File: src/sv/sle_pkg.sv
// ----------------------------------------------------------------------------
// Serial line editor package
// Shared constants, command codes, state codes and the command record that
// travels from the front end through the queue to the back end.
// ----------------------------------------------------------------------------
package sle_pkg;

    // Default line store depth; one entry is always left unused.
    localparam int LINE_CAPACITY_DEF = 16;

    // Depth of the command queue between front end and back end.
    localparam int QUEUE_DEPTH = 2;

    // Result kinds.
    localparam logic [2:0] KIND_ECHO = 3'd0;
    localparam logic [2:0] KIND_LINE = 3'd1;
    localparam logic [2:0] KIND_BELL = 3'd2;
    localparam logic [2:0] KIND_EOF  = 3'd3;
    localparam logic [2:0] KIND_ERR  = 3'd4;
    localparam logic [2:0] KIND_INTR = 3'd5;

    // Character codes.
    localparam logic [7:0] CTRL_MASK   = 8'h1F;
    localparam logic [7:0] CH_BS       = 8'h08;
    localparam logic [7:0] CH_TAB      = 8'h09;
    localparam logic [7:0] CH_LF       = 8'h0A;
    localparam logic [7:0] CH_CR       = 8'h0D;
    localparam logic [7:0] CH_SP       = 8'h20;
    localparam logic [7:0] CH_TILDE    = 8'h7E;
    localparam logic [7:0] CH_DEL      = 8'h7F;
    localparam logic [7:0] CH_HIGH_LO  = 8'hA0;
    localparam logic [7:0] CH_CTRL_C   = 8'h63 & CTRL_MASK;
    localparam logic [7:0] CH_CTRL_R   = 8'h72 & CTRL_MASK;
    localparam logic [7:0] CH_CTRL_U   = 8'h75 & CTRL_MASK;
    localparam logic [7:0] CH_CTRL_W   = 8'h77 & CTRL_MASK;

    // Commands produced by the classifier.
    typedef enum logic [3:0] {
        CMD_IGNORE,
        CMD_EOF,
        CMD_ERR,
        CMD_INTR,
        CMD_NEWLINE,
        CMD_PRINT,
        CMD_ERASE,
        CMD_REPRINT,
        CMD_KILL_LINE,
        CMD_KILL_WORD
    } t_cmd;

    typedef struct packed {
        t_cmd       cmd;
        logic [7:0] data;
    } t_cmd_item;

    // How far an erase sequence runs.
    typedef enum logic [1:0] {
        ER_SINGLE,
        ER_LINE,
        ER_WORD
    } t_erase_mode;

    // Back end sequencer states.
    typedef enum logic [3:0] {
        ST_IDLE,
        ST_NL_LF,
        ST_WALK_RD,
        ST_WALK_TX,
        ST_NL_END,
        ST_KW_CHECK,
        ST_ER_BS1,
        ST_ER_SP,
        ST_ER_WAIT,
        ST_ER_BS2
    } t_state;

endpackage

File: src/sv/sle_if.sv
// ----------------------------------------------------------------------------
// Serial line editor channels
// Valid/ready channels for received bytes and for editor results.
// ----------------------------------------------------------------------------
interface sle_in_if;
    logic       valid;
    logic       ready;
    logic [7:0] rx_byte;
    logic       framing_error;
    logic       overrun_error;

    modport source (output valid, output rx_byte, output framing_error,
                    output overrun_error, input ready);
    modport sink   (input valid, input rx_byte, input framing_error,
                    input overrun_error, output ready);
endinterface

interface sle_out_if;
    logic       valid;
    logic       ready;
    logic [2:0] kind;
    logic [7:0] out_byte;
    logic       last;

    modport source (output valid, output kind, output out_byte, output last,
                    input ready);
    modport sink   (input valid, input kind, input out_byte, input last,
                    output ready);
endinterface

File: src/sv/sle_front.sv
// ----------------------------------------------------------------------------
// Serial line editor front end
// Accepts received bytes and turns each into an editing command.
// ----------------------------------------------------------------------------
module sle_front (
    sle_in_if.sink              i_in,
    input  logic                i_q_full,
    output logic                o_push,
    output sle_pkg::t_cmd_item  o_item
);
    import sle_pkg::*;

    logic [7:0] w_lf;
    logic [7:0] w_char;
    logic       w_printable;
    t_cmd       w_cmd;

    // CR acts as LF, tab is stored as a space.
    assign w_lf        = (i_in.rx_byte == CH_CR) ? CH_LF : i_in.rx_byte;
    assign w_char      = (w_lf == CH_TAB) ? CH_SP : w_lf;
    assign w_printable = ((w_char >= CH_SP) && (w_char <= CH_TILDE)) ||
                         (w_char >= CH_HIGH_LO);

    always_comb begin
        priority if (i_in.framing_error) begin
            w_cmd = CMD_EOF;
        end else if (i_in.overrun_error) begin
            w_cmd = CMD_ERR;
        end else if (w_char == CH_LF) begin
            w_cmd = CMD_NEWLINE;
        end else if (w_printable) begin
            w_cmd = CMD_PRINT;
        end else if (w_char == CH_CTRL_C) begin
            w_cmd = CMD_INTR;
        end else if ((w_char == CH_BS) || (w_char == CH_DEL)) begin
            w_cmd = CMD_ERASE;
        end else if (w_char == CH_CTRL_R) begin
            w_cmd = CMD_REPRINT;
        end else if (w_char == CH_CTRL_U) begin
            w_cmd = CMD_KILL_LINE;
        end else if (w_char == CH_CTRL_W) begin
            w_cmd = CMD_KILL_WORD;
        end else begin
            w_cmd = CMD_IGNORE;
        end
    end

    // Ignored bytes are taken and dropped here; they never reach the queue.
    assign i_in.ready  = !i_q_full;
    assign o_push      = i_in.valid && !i_q_full && (w_cmd != CMD_IGNORE);
    assign o_item.cmd  = w_cmd;
    assign o_item.data = w_char;

endmodule

File: src/sv/sle_queue.sv
// ----------------------------------------------------------------------------
// Serial line editor command queue
// Short first-in first-out buffer between the front end and the back end.
// ----------------------------------------------------------------------------
module sle_queue (
    input  logic                i_clk,
    input  logic                i_rst_n,
    input  logic                i_push,
    input  sle_pkg::t_cmd_item  i_item,
    input  logic                i_pop,
    output logic                o_full,
    output logic                o_valid,
    output sle_pkg::t_cmd_item  o_item
);
    import sle_pkg::*;

    localparam int QAW = (QUEUE_DEPTH > 1) ? $clog2(QUEUE_DEPTH) : 1;
    localparam int QCW = $clog2(QUEUE_DEPTH + 1);
    localparam logic [QAW-1:0] PTR_LAST  = QAW'(QUEUE_DEPTH - 1);
    localparam logic [QCW-1:0] COUNT_MAX = QCW'(QUEUE_DEPTH);

    t_cmd_item      r_buf [QUEUE_DEPTH];
    logic [QAW-1:0] r_wr_ptr;
    logic [QAW-1:0] r_rd_ptr;
    logic [QCW-1:0] r_count;
    logic           w_push;
    logic           w_pop;

    assign o_full  = (r_count == COUNT_MAX);
    assign o_valid = (r_count != '0);
    assign o_item  = r_buf[r_rd_ptr];
    assign w_push  = i_push && !o_full;
    assign w_pop   = i_pop && o_valid;

    always_ff @(posedge i_clk) begin
        if (w_push) begin
            r_buf[r_wr_ptr] <= i_item;
        end
    end

    always_ff @(posedge i_clk) begin
        if (!i_rst_n) begin
            r_wr_ptr <= '0;
            r_rd_ptr <= '0;
            r_count  <= '0;
        end else begin
            if (w_push) begin
                r_wr_ptr <= (r_wr_ptr == PTR_LAST) ? '0 : r_wr_ptr + 1'b1;
            end
            if (w_pop) begin
                r_rd_ptr <= (r_rd_ptr == PTR_LAST) ? '0 : r_rd_ptr + 1'b1;
            end
            if (w_push && !w_pop) begin
                r_count <= r_count + 1'b1;
            end else if (w_pop && !w_push) begin
                r_count <= r_count - 1'b1;
            end
        end
    end

endmodule

File: src/sv/sle_back.sv
// ----------------------------------------------------------------------------
// Serial line editor back end
// Keeps the line store and fill count and plays out the results of each
// command through a registered output stage.
// ----------------------------------------------------------------------------
module sle_back #(
    parameter int LINE_CAPACITY = sle_pkg::LINE_CAPACITY_DEF
) (
    input  logic                i_clk,
    input  logic                i_rst_n,
    input  logic                i_q_valid,
    input  sle_pkg::t_cmd_item  i_q_item,
    output logic                o_q_pop,
    sle_out_if.source           o_out
);
    import sle_pkg::*;

    localparam int FW = $clog2(LINE_CAPACITY);
    localparam logic [FW-1:0] FILL_MAX = FW'(LINE_CAPACITY - 1);

    logic [7:0]    r_mem [LINE_CAPACITY];
    logic [7:0]    r_rd_data;
    logic [FW-1:0] r_fill;
    logic [FW-1:0] n_fill;
    logic [FW-1:0] r_idx;
    logic [FW-1:0] n_idx;
    t_erase_mode   r_mode;
    t_erase_mode   n_mode;
    logic          r_nl;
    logic          n_nl;
    t_state        r_state;
    t_state        n_state;

    logic          r_out_valid;
    logic [2:0]    r_out_kind;
    logic [7:0]    r_out_byte;
    logic          r_out_last;

    logic          w_ld;
    logic          w_emit;
    logic [2:0]    w_kind;
    logic [7:0]    w_byte;
    logic          w_last;
    logic          w_we;
    logic [FW-1:0] w_rd_addr;
    logic          w_at_end;
    logic          w_more;

    // The output register can take a new result when empty or being drained.
    assign w_ld      = !r_out_valid || o_out.ready;
    assign w_at_end  = (r_idx == r_fill - 1'b1);
    assign w_rd_addr = ((r_state == ST_WALK_RD) || (r_state == ST_WALK_TX)) ?
                       r_idx : r_fill - 1'b1;
    // After one erase, decide whether another follows.
    assign w_more    = (r_mode != ER_SINGLE) && (r_fill != '0) &&
                       ((r_mode == ER_LINE) || (r_rd_data != CH_SP));

    always_ff @(posedge i_clk) begin
        if (w_we) begin
            r_mem[r_fill] <= i_q_item.data;
        end
        r_rd_data <= r_mem[w_rd_addr];
    end

    // Next state.
    always_comb begin
        n_state = r_state;
        unique case (r_state)
            ST_IDLE: begin
                if (i_q_valid && w_ld) begin
                    unique case (i_q_item.cmd)
                        CMD_NEWLINE:   n_state = ST_NL_LF;
                        CMD_REPRINT:   n_state = (r_fill != '0) ? ST_WALK_RD : ST_IDLE;
                        CMD_ERASE,
                        CMD_KILL_LINE: n_state = (r_fill != '0) ? ST_ER_BS1 : ST_IDLE;
                        CMD_KILL_WORD: n_state = (r_fill != '0) ? ST_KW_CHECK : ST_IDLE;
                        CMD_IGNORE, CMD_EOF, CMD_ERR, CMD_INTR,
                        CMD_PRINT:     n_state = ST_IDLE;
                    endcase
                end
            end
            ST_NL_LF: begin
                if (w_ld) begin
                    n_state = (r_fill == '0) ? ST_NL_END : ST_WALK_RD;
                end
            end
            ST_WALK_RD:  n_state = ST_WALK_TX;
            ST_WALK_TX: begin
                if (w_ld) begin
                    if (w_at_end) begin
                        n_state = r_nl ? ST_NL_END : ST_IDLE;
                    end else begin
                        n_state = ST_WALK_RD;
                    end
                end
            end
            ST_NL_END: begin
                if (w_ld) begin
                    n_state = ST_IDLE;
                end
            end
            ST_KW_CHECK: n_state = (r_rd_data == CH_SP) ? ST_IDLE : ST_ER_BS1;
            ST_ER_BS1: begin
                if (w_ld) begin
                    n_state = ST_ER_SP;
                end
            end
            ST_ER_SP: begin
                if (w_ld) begin
                    n_state = ST_ER_WAIT;
                end
            end
            ST_ER_WAIT:  n_state = ST_ER_BS2;
            ST_ER_BS2: begin
                if (w_ld) begin
                    n_state = w_more ? ST_ER_BS1 : ST_IDLE;
                end
            end
            default:     n_state = ST_IDLE;
        endcase
    end

    // Outputs and datapath updates.
    always_comb begin
        w_emit  = 1'b0;
        w_kind  = KIND_ECHO;
        w_byte  = '0;
        w_last  = 1'b0;
        w_we    = 1'b0;
        o_q_pop = 1'b0;
        n_fill  = r_fill;
        n_idx   = r_idx;
        n_mode  = r_mode;
        n_nl    = r_nl;
        unique case (r_state)
            ST_IDLE: begin
                if (i_q_valid && w_ld) begin
                    o_q_pop = 1'b1;
                    unique case (i_q_item.cmd)
                        CMD_EOF: begin
                            w_emit = 1'b1;
                            w_kind = KIND_EOF;
                            w_last = 1'b1;
                            n_fill = '0;
                        end
                        CMD_ERR: begin
                            w_emit = 1'b1;
                            w_kind = KIND_ERR;
                            w_last = 1'b1;
                            n_fill = '0;
                        end
                        CMD_INTR: begin
                            w_emit = 1'b1;
                            w_kind = KIND_INTR;
                            w_last = 1'b1;
                            n_fill = '0;
                        end
                        CMD_PRINT: begin
                            w_emit = 1'b1;
                            w_last = 1'b1;
                            if (r_fill == FILL_MAX) begin
                                w_kind = KIND_BELL;
                            end else begin
                                w_we   = 1'b1;
                                w_byte = i_q_item.data;
                                n_fill = r_fill + 1'b1;
                            end
                        end
                        CMD_NEWLINE: begin
                            w_emit = 1'b1;
                            w_byte = CH_CR;
                            n_nl   = 1'b1;
                        end
                        CMD_REPRINT: begin
                            w_emit = 1'b1;
                            w_byte = CH_CR;
                            w_last = (r_fill == '0);
                            n_nl   = 1'b0;
                            n_idx  = '0;
                        end
                        CMD_ERASE:     n_mode = ER_SINGLE;
                        CMD_KILL_LINE: n_mode = ER_LINE;
                        CMD_KILL_WORD: n_mode = ER_WORD;
                        CMD_IGNORE:    n_mode = r_mode;
                    endcase
                end
            end
            ST_NL_LF: begin
                if (w_ld) begin
                    w_emit = 1'b1;
                    w_byte = CH_LF;
                    n_idx  = '0;
                end
            end
            ST_WALK_TX: begin
                if (w_ld) begin
                    w_emit = 1'b1;
                    w_kind = r_nl ? KIND_LINE : KIND_ECHO;
                    w_byte = r_rd_data;
                    w_last = !r_nl && w_at_end;
                    if (!w_at_end) begin
                        n_idx = r_idx + 1'b1;
                    end
                end
            end
            ST_NL_END: begin
                if (w_ld) begin
                    w_emit = 1'b1;
                    w_kind = KIND_LINE;
                    w_byte = CH_LF;
                    w_last = 1'b1;
                    n_fill = '0;
                end
            end
            ST_ER_BS1: begin
                if (w_ld) begin
                    w_emit = 1'b1;
                    w_byte = CH_BS;
                end
            end
            ST_ER_SP: begin
                if (w_ld) begin
                    w_emit = 1'b1;
                    w_byte = CH_SP;
                    n_fill = r_fill - 1'b1;
                end
            end
            ST_ER_BS2: begin
                if (w_ld) begin
                    w_emit = 1'b1;
                    w_byte = CH_BS;
                    w_last = !w_more;
                end
            end
            default: begin
                w_emit = 1'b0;
            end
        endcase
    end

    always_ff @(posedge i_clk) begin
        if (!i_rst_n) begin
            r_state     <= ST_IDLE;
            r_fill      <= '0;
            r_idx       <= '0;
            r_mode      <= ER_SINGLE;
            r_nl        <= 1'b0;
            r_out_valid <= 1'b0;
        end else begin
            r_state <= n_state;
            r_fill  <= n_fill;
            r_idx   <= n_idx;
            r_mode  <= n_mode;
            r_nl    <= n_nl;
            if (w_emit) begin
                r_out_valid <= 1'b1;
            end else if (o_out.ready) begin
                r_out_valid <= 1'b0;
            end
        end
    end

    always_ff @(posedge i_clk) begin
        if (w_emit) begin
            r_out_kind <= w_kind;
            r_out_byte <= w_byte;
            r_out_last <= w_last;
        end
    end

    assign o_out.valid    = r_out_valid;
    assign o_out.kind     = r_out_kind;
    assign o_out.out_byte = r_out_byte;
    assign o_out.last     = r_out_last;

endmodule

File: src/sv/serial_line_editor.sv
// ----------------------------------------------------------------------------
// Serial line editor
// Canonical-mode line editing for bytes coming from a serial receiver.
// ----------------------------------------------------------------------------
// Usage:
//   i_in carries one received byte per transfer together with the receiver's
//   framing and overrun flags. o_out carries results: echo bytes, delivered
//   line bytes, bell, end of file, error and interrupt; last marks the final
//   result caused by one received byte. Bytes that cause no result (ignored
//   control bytes, erase on an empty line) are taken and dropped.
//   The first result of a byte passes through the command queue and then
//   the result register. Single-result bytes flow at one per cycle while
//   the back end is idle and o_out does not stall. Reprint and newline read
//   and then send each stored byte, and every erased byte takes three
//   results plus one look-up, as the line store has a single read port; a
//   kill-word first looks at the last stored byte.
//   A two-entry command queue lets the receiver side keep transferring while
//   the output side replays a long sequence; i_in.ready drops only when that
//   queue is full. When the receiver of o_out stalls, the result register
//   holds and the sequencer waits. Reset empties the line and the queue and
//   clears the output valid flag; the line store itself needs no clearing.
// ----------------------------------------------------------------------------
module serial_line_editor #(
    parameter int LINE_CAPACITY = sle_pkg::LINE_CAPACITY_DEF
) (
    input  logic       i_clk,
    input  logic       i_rst_n,
    sle_in_if.sink     i_in,
    sle_out_if.source  o_out
);
    import sle_pkg::*;

    // Classified commands travel from the front end through the queue.
    logic      w_push;
    t_cmd_item w_push_item;
    logic      w_q_full;
    logic      w_q_valid;
    t_cmd_item w_q_item;
    logic      w_q_pop;

    sle_front u_front (
        .i_in     (i_in),
        .i_q_full (w_q_full),
        .o_push   (w_push),
        .o_item   (w_push_item)
    );

    sle_queue u_queue (
        .i_clk   (i_clk),
        .i_rst_n (i_rst_n),
        .i_push  (w_push),
        .i_item  (w_push_item),
        .i_pop   (w_q_pop),
        .o_full  (w_q_full),
        .o_valid (w_q_valid),
        .o_item  (w_q_item)
    );

    // The back end owns the line store and sequences every multi-result reply.
    sle_back #(
        .LINE_CAPACITY (LINE_CAPACITY)
    ) u_back (
        .i_clk     (i_clk),
        .i_rst_n   (i_rst_n),
        .i_q_valid (w_q_valid),
        .i_q_item  (w_q_item),
        .o_q_pop   (w_q_pop),
        .o_out     (o_out)
    );

    // Status results carry no byte.
    a_status_no_byte: assert property (@(posedge i_clk) disable iff (!i_rst_n)
        (o_out.valid && (o_out.kind == KIND_BELL || o_out.kind == KIND_EOF ||
         o_out.kind == KIND_ERR || o_out.kind == KIND_INTR))
        |-> (o_out.out_byte == '0))
    else $error("status result with nonzero byte");

    // Status results always end their reply.
    a_status_last: assert property (@(posedge i_clk) disable iff (!i_rst_n)
        (o_out.valid && (o_out.kind == KIND_BELL || o_out.kind == KIND_EOF ||
         o_out.kind == KIND_ERR || o_out.kind == KIND_INTR))
        |-> o_out.last)
    else $error("status result not marked last");

    // A delivered line always ends in LF.
    a_line_ends_lf: assert property (@(posedge i_clk) disable iff (!i_rst_n)
        (o_out.valid && o_out.kind == KIND_LINE && o_out.last)
        |-> (o_out.out_byte == CH_LF))
    else $error("delivered line does not end in LF");

    // The front end never pushes into a full queue.
    a_no_push_full: assert property (@(posedge i_clk) disable iff (!i_rst_n)
        w_q_full |-> !w_push)
    else $error("push into full command queue");

endmodule
File: src/flat_wrapper.sv
// flat-port wrapper written by rule: the top's interface ports become plain ports
module serial_line_editor_flat import sle_pkg::*;
#(
    parameter int LINE_CAPACITY = sle_pkg::LINE_CAPACITY_DEF
)
  (i_clk, i_rst_n, i_in_valid, i_in_rx_byte, i_in_framing_error, i_in_overrun_error, i_in_ready, o_out_valid, o_out_kind, o_out_out_byte, o_out_last, o_out_ready);
  sle_in_if i_in_i ();
  sle_out_if o_out_i ();
  input  logic i_clk;
  input  logic i_rst_n;
  input wire logic [$bits(i_in_i.valid)-1:0] i_in_valid;
  input wire logic [$bits(i_in_i.rx_byte)-1:0] i_in_rx_byte;
  input wire logic [$bits(i_in_i.framing_error)-1:0] i_in_framing_error;
  input wire logic [$bits(i_in_i.overrun_error)-1:0] i_in_overrun_error;
  output wire logic [$bits(i_in_i.ready)-1:0] i_in_ready;
  output wire logic [$bits(o_out_i.valid)-1:0] o_out_valid;
  output wire logic [$bits(o_out_i.kind)-1:0] o_out_kind;
  output wire logic [$bits(o_out_i.out_byte)-1:0] o_out_out_byte;
  output wire logic [$bits(o_out_i.last)-1:0] o_out_last;
  input wire logic [$bits(o_out_i.ready)-1:0] o_out_ready;
  assign i_in_i.valid = i_in_valid;
  assign i_in_i.rx_byte = i_in_rx_byte;
  assign i_in_i.framing_error = i_in_framing_error;
  assign i_in_i.overrun_error = i_in_overrun_error;
  assign i_in_ready = i_in_i.ready;
  assign o_out_valid = o_out_i.valid;
  assign o_out_kind = o_out_i.kind;
  assign o_out_out_byte = o_out_i.out_byte;
  assign o_out_last = o_out_i.last;
  assign o_out_i.ready = o_out_ready;
  serial_line_editor #(.LINE_CAPACITY(LINE_CAPACITY)) u_core (.i_clk(i_clk), .i_rst_n(i_rst_n), .i_in(i_in_i), .o_out(o_out_i));
endmodule
File: config.mk
export PLATFORM = sky130hd
export DESIGN_NAME = serial_line_editor_flat
export DESIGN_NICKNAME = d
export VERILOG_FILES = /design/src/sv/sle_pkg.sv /design/src/sv/sle_if.sv /design/src/sv/sle_front.sv /design/src/sv/sle_queue.sv /design/src/sv/sle_back.sv /design/src/sv/serial_line_editor.sv /design/src/flat_wrapper.sv
export SDC_FILE = /design/constraint.sdc
export NUM_CORES = 1
export LEC_CHECK = 0
export ABC_AREA = 1
export BUFFER_PORTS_ARGS = -buffer_cell sky130_fd_sc_hd__buf_2
export CORE_ASPECT_RATIO = 2
export CORE_MARGIN = 3
export CORE_UTILIZATION = 45
export CTS_BUF_LIST = sky130_fd_sc_hd__clkbuf_8
export DETAILED_ROUTE_END_ITERATION = 16
export SYNTH_ARGS = -nofsm -noshare
export SYNTH_HDL_FRONTEND = slang
export SYNTH_HIERARCHICAL = 1
export SYNTH_SLANG_ARGS = --single-unit
File: constraint.sdc
create_clock -name i_clk -period 5.18 [get_ports i_clk]
set_input_delay 0.518 -clock i_clk [delete_from_list [all_inputs] [get_ports i_clk]]
set_output_delay 0.518 -clock i_clk [all_outputs]
set_load 0.01 [all_outputs]
## Word-level counts from Yosys, hierarchy flattened

Memories as Yosys holds them, arrays and structs flattened. A register that Yosys moved wholly into a read port is not among the register bits.
Index checks and enable logic that the tools add are counted.
W data, S select, Z words.

- Bits of input ports: 14
- Memory bits (writable): 152
- Bits in registers: 32
- Memories: 2
- Word-level logic and storage cells: 200
- Output and inout port bits: 14

Memory list:

| memory | depth | width | read ports | clocked after memory_dff | wr ports | line | RTL |
|---|---|---|---|---|---|---|---|
| u_core.u_back.r_mem | 16 | 8 | 1 | 1 | 1 | sle_back.sv:21 | `logic [7:0] r_mem [LINE_CAPACITY];` |
| u_core.u_queue.r_buf | 2 | 12 | 1 | 1 | 1 | sle_queue.sv:22 | `t_cmd_item r_buf [QUEUE_DEPTH];` |

- Reductions and logical operators: 49
- Equality and inequality tests: 44
- Magnitude comparators: 3
- Add/sub/neg operators: 7
- Mux-type cells: 83

Operators with widths:

| kind | number |
|---|---|
| $mux W4 | 26 |
| $mux W8 | 5 |
| $pmux W4 S10 | 1 |
| $pmux W8 S5 | 1 |
| $eq A4 B3 Y1 const B | 8 |
| $eq A8 B4 Y1 const B | 4 |
| $mux W1 | 25 |
| $eq A8 B5 Y1 const B | 3 |
| $mux W3 | 8 |
| $pmux W4 S3 | 2 |
| $eq A4 B4 Y1 const B | 5 |
| $pmux W4 S5 | 1 |
| $eq A4 B2 Y1 const B | 4 |
| $ne A2 B2 Y1 const B | 8 |
| $pmux W8 S2 | 1 |
| $logic_not A4 Y1 | 3 |
| $pmux W3 S4 | 1 |
| $reduce_and A6 Y1 | 2 |
| $reduce_or A6 Y1 | 2 |
| $logic_and A1 B1 Y1 | 11 |
| $reduce_bool A2 Y1 | 5 |
| $pmux W3 S3 | 1 |
| $reduce_bool A3 Y1 | 3 |
| $add A4 B1 Y4 const B | 2 |
| other kinds (33) | 54 |

## Depth between registers and ports, before layout

- Word-level depth: 21
- Gate-level depth with buffers: 24
- Mapped depth without buffers: 23

## Hierarchy

The synthesis kept the hierarchy.

Modules (own cells, without submodules):

| module | area each (µm²) | cells an instance | seq. area each (µm²) | instances |
|---|---|---|---|---|
| sle_back | 7733.7 | 805 | 4684.5 | 1 |
| sle_queue | 1152.4 | 74 | 820.8 | 1 |
| sle_front | 381.6 | 87 | 0.0 | 1 |

## Worst setup path after synthesis

Ideal clock, no wire load.

- Kind: input to register
- Start point: in i_in_rx_byte[7]
- End point: mem u_core/u_queue/r_buf[1][0] (netlist name) (enable)
- Setup slack: 2.668 ns
- Stages on the path: 14
- Arrival: 2.132 ns
- Setup time: 0.380 ns
- Cells stage by stage: nor2_1 -> nand2_1 -> inv_2 -> nand2_1 -> or2_1 -> nand3_1 -> inv_1 -> nand3_1 -> nand2_1 -> nand2_1 -> nor2_1 -> nor2_1 -> o21ai_2 -> nor2_1

- Cells in the longest elaborated chain, start to end: 19

Ends and longest elaborated chain:

| what | line | RTL |
|---|---|---|
| from (decl) | flat_wrapper.sv:12 | `input wire logic [$bits(i_in_i.rx_byte)-1:0] i_in_rx_byte;` |
| $eq A8 B4 Y1 | sle_front.sv:19 | `assign w_lf = (i_in.rx_byte == CH_CR) ? CH_LF : i_in.rx_byte;` |
| $mux W8 (*) | sle_front.sv:19 |  |
| $eq A8 B4 Y1 | sle_front.sv:20 | `assign w_char = (w_lf == CH_TAB) ? CH_SP : w_lf;` |
| $mux W8 (*) | sle_front.sv:20 |  |
| $eq A8 B5 Y1 | sle_front.sv:41 | `end else if (w_char == CH_CTRL_W) begin` |
| $mux W4 | sle_front.sv:41 |  |
| $mux W4 | sle_front.sv:39 | `end else if (w_char == CH_CTRL_U) begin` |
| $mux W4 | sle_front.sv:37 | `end else if (w_char == CH_CTRL_R) begin` |
| [... 4 more ...] | -- |  |
| $mux W4 (*) | sle_front.sv:27 | `end else if (i_in.overrun_error) begin` |
| $mux W4 (*) | sle_front.sv:25 | `priority if (i_in.framing_error) begin` |
| $reduce_bool A4 Y1 (*) | sle_front.sv:50 | `assign o_push = i_in.valid && !i_q_full && (w_cmd != CMD_IGNORE);` |
| $logic_and A1 B1 Y1 (*) | sle_front.sv:50 |  |
| named net u_core.w_push | serial_line_editor.sv:34 | `logic w_push;` |
| $logic_and A1 B1 Y1 (*) | sle_queue.sv:32 | `assign w_push = i_push && !o_full;` |
| $mux W1 (*) | sle_queue.sv:36 | `if (w_push) begin` |
| $mux W1 (not written as such) (*) | sle_queue.sv:37 | `r_buf[r_wr_ptr] <= i_item;` |
| to (decl) | sle_queue.sv:22 |  |

Mark *: on every way through the listed nets, which the timed path passes. The rest lies on a longest branch.

==> flow_summary_export.csv <==
group,metric,value,unit
cts,clockBufferDepth,2,
sta,setup_viol,0,
global_routing,grt_antenna_before_repair,0,
die,design.core.area,20100,um^2
placed_design,post-place-cells,1236,
routing,detail_route.wl_per_cell,18.4,um
global_routing,grt_first_pass_wirelength,35.9,mm
flow_run,drv.max_cap_violation_count,0,
routing,dr_total_vias,6580,
cells_and_area,layout.filler_cells,1904,
hold_path,worstHoldStart,"i_in_rx_byte[7]",
die,die_x,107,um
global_routing,congestion_overflow_gr,0,
cells_and_area,combined_area_of_the_multi_input_logic_cells,3050,um^2
pwr,ir_drop,318,uV
sta,skew_final,0.0160,ns
die,die-area,22500,um^2
sta,layout_worst_path_cycle_share,63.0,%
sta,rsz_0062_raised_after_global_routing,"no",
cts,cts-htree-levels,4,
cts,clock-sinks,193,
die,die_h,209,um
logic_synthesis,synth_compound_gate_area_share,7.71,%
cts,ctsHoldBuffers,0,
critical_path,largest_fanout_on_the_critical_path,12,
sta,worst_pin_slew,0.959,ns
cts,tritoncts,"yes",
cts,inserted_clock_buffers,17,
sta,timing.slew.headroom,35.8,%
routing,routed_wirelength,23.4,mm
cells_and_area,synthToLayoutAreaGrowth,8.15,%
die,io_pins,28,
global_routing,grt_pass1_vias,6616,
sta,hold_violations,0,
cts,cts_repair_resize_count,0,
critical_path,worst_setup_path_end_kind,"register",
sta,finalCriticalPeriod,3.26,ns
cells_and_area,register_area,5510,um^2
logic_synthesis,synth_fa_ha_area_share,0.945,%
critical_path,setup.worst_path.class,"register to register",
sta,setup-tns-final,0,ns
logic_synthesis,synth.distinct_cells,44,
logic_synthesis,synthesized_area_fraction_occupied_by_xor_and_xnor_cells,0.378,%
cells_and_area,post_route_cells_drive_above_1_share,12.5,%
logic_synthesis,async_flop_share,0,%
die,std_cell_rows,73,
cts,clock_slew_at_the_register_clock_pins_of_the_worst_setup_and_hold_paths,0.09,ns
logic_synthesis,dominantRegCellSynth,"edfxtp_1",
hold_path,timing.hold.worst.class,"input port to register",
outcome,status,"complete, no violations",
cts,post_cts_buffers,0,
routing,drcViolationCount,0,
cts,cts.root.buffer_cell,"clkbuf_8",
pwr,cellLeakagePower,4.08,nW
placed_design,dp_hpwl,16.8,mm
logic_synthesis,dominant_combinational_cell_family_by_area_after_synthesis,"simple AND/OR/NAND/NOR gates",
logic_synthesis,synthMuxAreaShare,1.86,%
pwr,power.density_cell_area,499,nW/um^2
logic_synthesis,postSynthRegisterBits,193,
routing,first_pass_iters,5,
routing,drt.antenna.violating_nets,0,
global_routing,grt_start_max_net_pins,89,
critical_path,setup.worst_path.start_class,"register",
global_routing,groute.usage.overall,21.7,%
logic_synthesis,post_synth_edffs,164,
logic_synthesis,sequential_fraction_of_the_synthesis_area,59.4,%
cells_and_area,layout.nets,1014,
sta,fmaxAchievable,306,MHz
pwr,total_power,5.00,mW
logic_synthesis,avgSynthCellArea,9.59,um^2
cells_and_area,antenna_cells_inserted,0,
critical_path,cp.arrival,3.37,ns
die,start_util,46.1,%
logic_synthesis,synth-warning-count,6,
cells_and_area,fin_cells,1268,
cts,clkLatencyLatePin,0.47,ns
logic_synthesis,syn_area,9270,um^2
routing,route.detailed.vias_per_inst,5.19,
placed_design,place_congestion,0.900,
logic_synthesis,netlist_instances,966,
placed_design,placement.io_buffers,27,
routing,drt-initial-drc-count,385,
sta,slew_violations,0,
logic_synthesis,simple_gate_area_share_of_the_yosys_netlist,21.7,%
critical_path,worst_ep_required_time,5.29,ns
## state kept, by name, summed over array words and instances, names as in the netlist, named ones only
| signal | flops |
|---|---|
| u_core/u_back/r_mode | 2 |
| u_core/u_queue/r_count | 2 |
| u_core/u_back/r_nl | 1 |
| u_core/u_back/o_out.valid | 1 |
| u_core/u_back/r_rd_data | 8 |
| u_core/u_back/r_state | 4 |
| u_core/u_back/r_idx | 4 |
| u_core/u_queue/r_buf | 24 |
| u_core/u_back/o_out.out_byte | 8 |
| u_core/u_back/r_mem | 128 |
| u_core/u_back/r_fill | 4 |
| u_core/u_back/o_out.kind | 3 |
| u_core/u_back/o_out.last | 1 |
| u_core/u_queue/r_wr_ptr | 1 |
| u_core/u_queue/r_rd_ptr | 1 |
## synthesized netlist by cell type (all sizes together) (2+ instances only)
| cell | count | share of area, % |
|---|---|---|
| a21oi | 22 | 1.2 |
| a31oi | 3 | 0.36 |
| buf | 24 | 1.7 |
| clkbuf | 4 | 0.16 |
| clkinv | 2 | 0.081 |
| dfxtp | 29 | 6.3 |
| edfxtp | 164 | 53 |
| ha | 7 | 0.95 |
| inv | 148 | 6.0 |
| mux2 | 12 | 1.9 |
| nand2 | 268 | 11 |
| nand3 | 90 | 4.9 |
| nand4 | 17 | 1.1 |
| nor2 | 80 | 3.6 |
| nor3 | 5 | 0.32 |
| nor4 | 2 | 0.13 |
| o211ai | 28 | 2.8 |
| o21a | 2 | 0.16 |
| o21ai | 45 | 2.9 |
| o22ai | 2 | 0.13 |
| or2 | 3 | 0.20 |
| xor2 | 3 | 0.28 |
## layout make-up
cell class	instances	area share [%]
tap	262	3.27
timing repair buffer	29	1.50
multi-input combinational	602	30.4
clock inverter	15	1.92
sequential	193	54.9
clock buffer	17	2.33
inverter	150	5.62
## per-stage QoR
stage | hold WS [ns] | area [um^2] | utilization [%] | setup slack, ns
6_report | 0.272 | 10000 | 49.9 | 1.92
5_1_grt | 0.241 | 10000 | 49.9 | 1.71
4_1_cts | 0.231 | 10000 | 49.9 | 1.91
3_5_place_dp | 0.475 | 9600 | 47.8 | 1.93
3_3_place_gp | 0.477 | 9600 | 47.8 | 2.00
2_1_floorplan | 0.447 | 9290 | - | 2.67
## cells in the final DEF (no fill, tap or decap), types with 3 or more instances in the layout
cell       count
inv_2         16
nor2_2         4
mux2_4        10
a21oi_1       22
nand2_1      256
clkbuf_8      17
o21ai_2        5
nor3_1         4
dfxtp_1       29
nand4_1       17
xor2_1         3
ha_1           7
o211ai_1      18
inv_1        134
clkinv_2       3
o211ai_2      10
o21ai_0       32
conb_1         8
nor2_1        73
nor2_4         3
nand2_2       10
edfxtp_1     164
bufinv_16      4
buf_2         27
o21ai_1        6
nand3_1       90
## cell families after synthesis
family | after synthesis
compound gates | 104
xor+xnor | 4
fa+ha+maj | 7
buf+inv | 178
flops | 193
mux | 12
other cells | 1
simple gates | 467
## routing by layer
layer  part of all wire, %  track usage (%)  vias up
met1                    34             20.7     3101
li1                      -                -     3250
met5                     0                0        -
met4                   5.3             11.5        0
met3                   2.8             3.25       59
met2                    58             42.7      170
## path summary, 6_finish.rpt
check / endpoint / slack (ns) / cells past startpoint
worst max-delay path: u_core/u_back/r_mem[8][7]$_DFFE_PP_ / 1.92 / 8
worst min-delay path: u_core/u_queue/r_buf[1][7]$_DFFE_PP_ / 0.27 / 1
worst max register to register: u_core/u_back/r_mem[8][7]$_DFFE_PP_ / 1.92 / 8
worst min register to register: u_core/u_back/r_mode[1]$_SDFFE_PN0P_ / 0.49 / 2
## critical path, stage by stage, from the launching register on
cell and delay, ns:
dfxtp_1 0.78, mux2_4 0.38, nor2_1 0.25, nand2_2 0.14, a31oi_4 0.28, nand2_1 0.09, inv_1 0.13, nand2_1 0.23
nor2_1 0.60
## power breakdown
part           switching, mW  total, mW  internal [mW]  leakage [nW]
sequential             0.102       2.12           2.02          1.73
combinational           1.33       1.84          0.510          2.13
clock                  0.513       1.04          0.523         0.219
(Power assumes the default switching activity.)
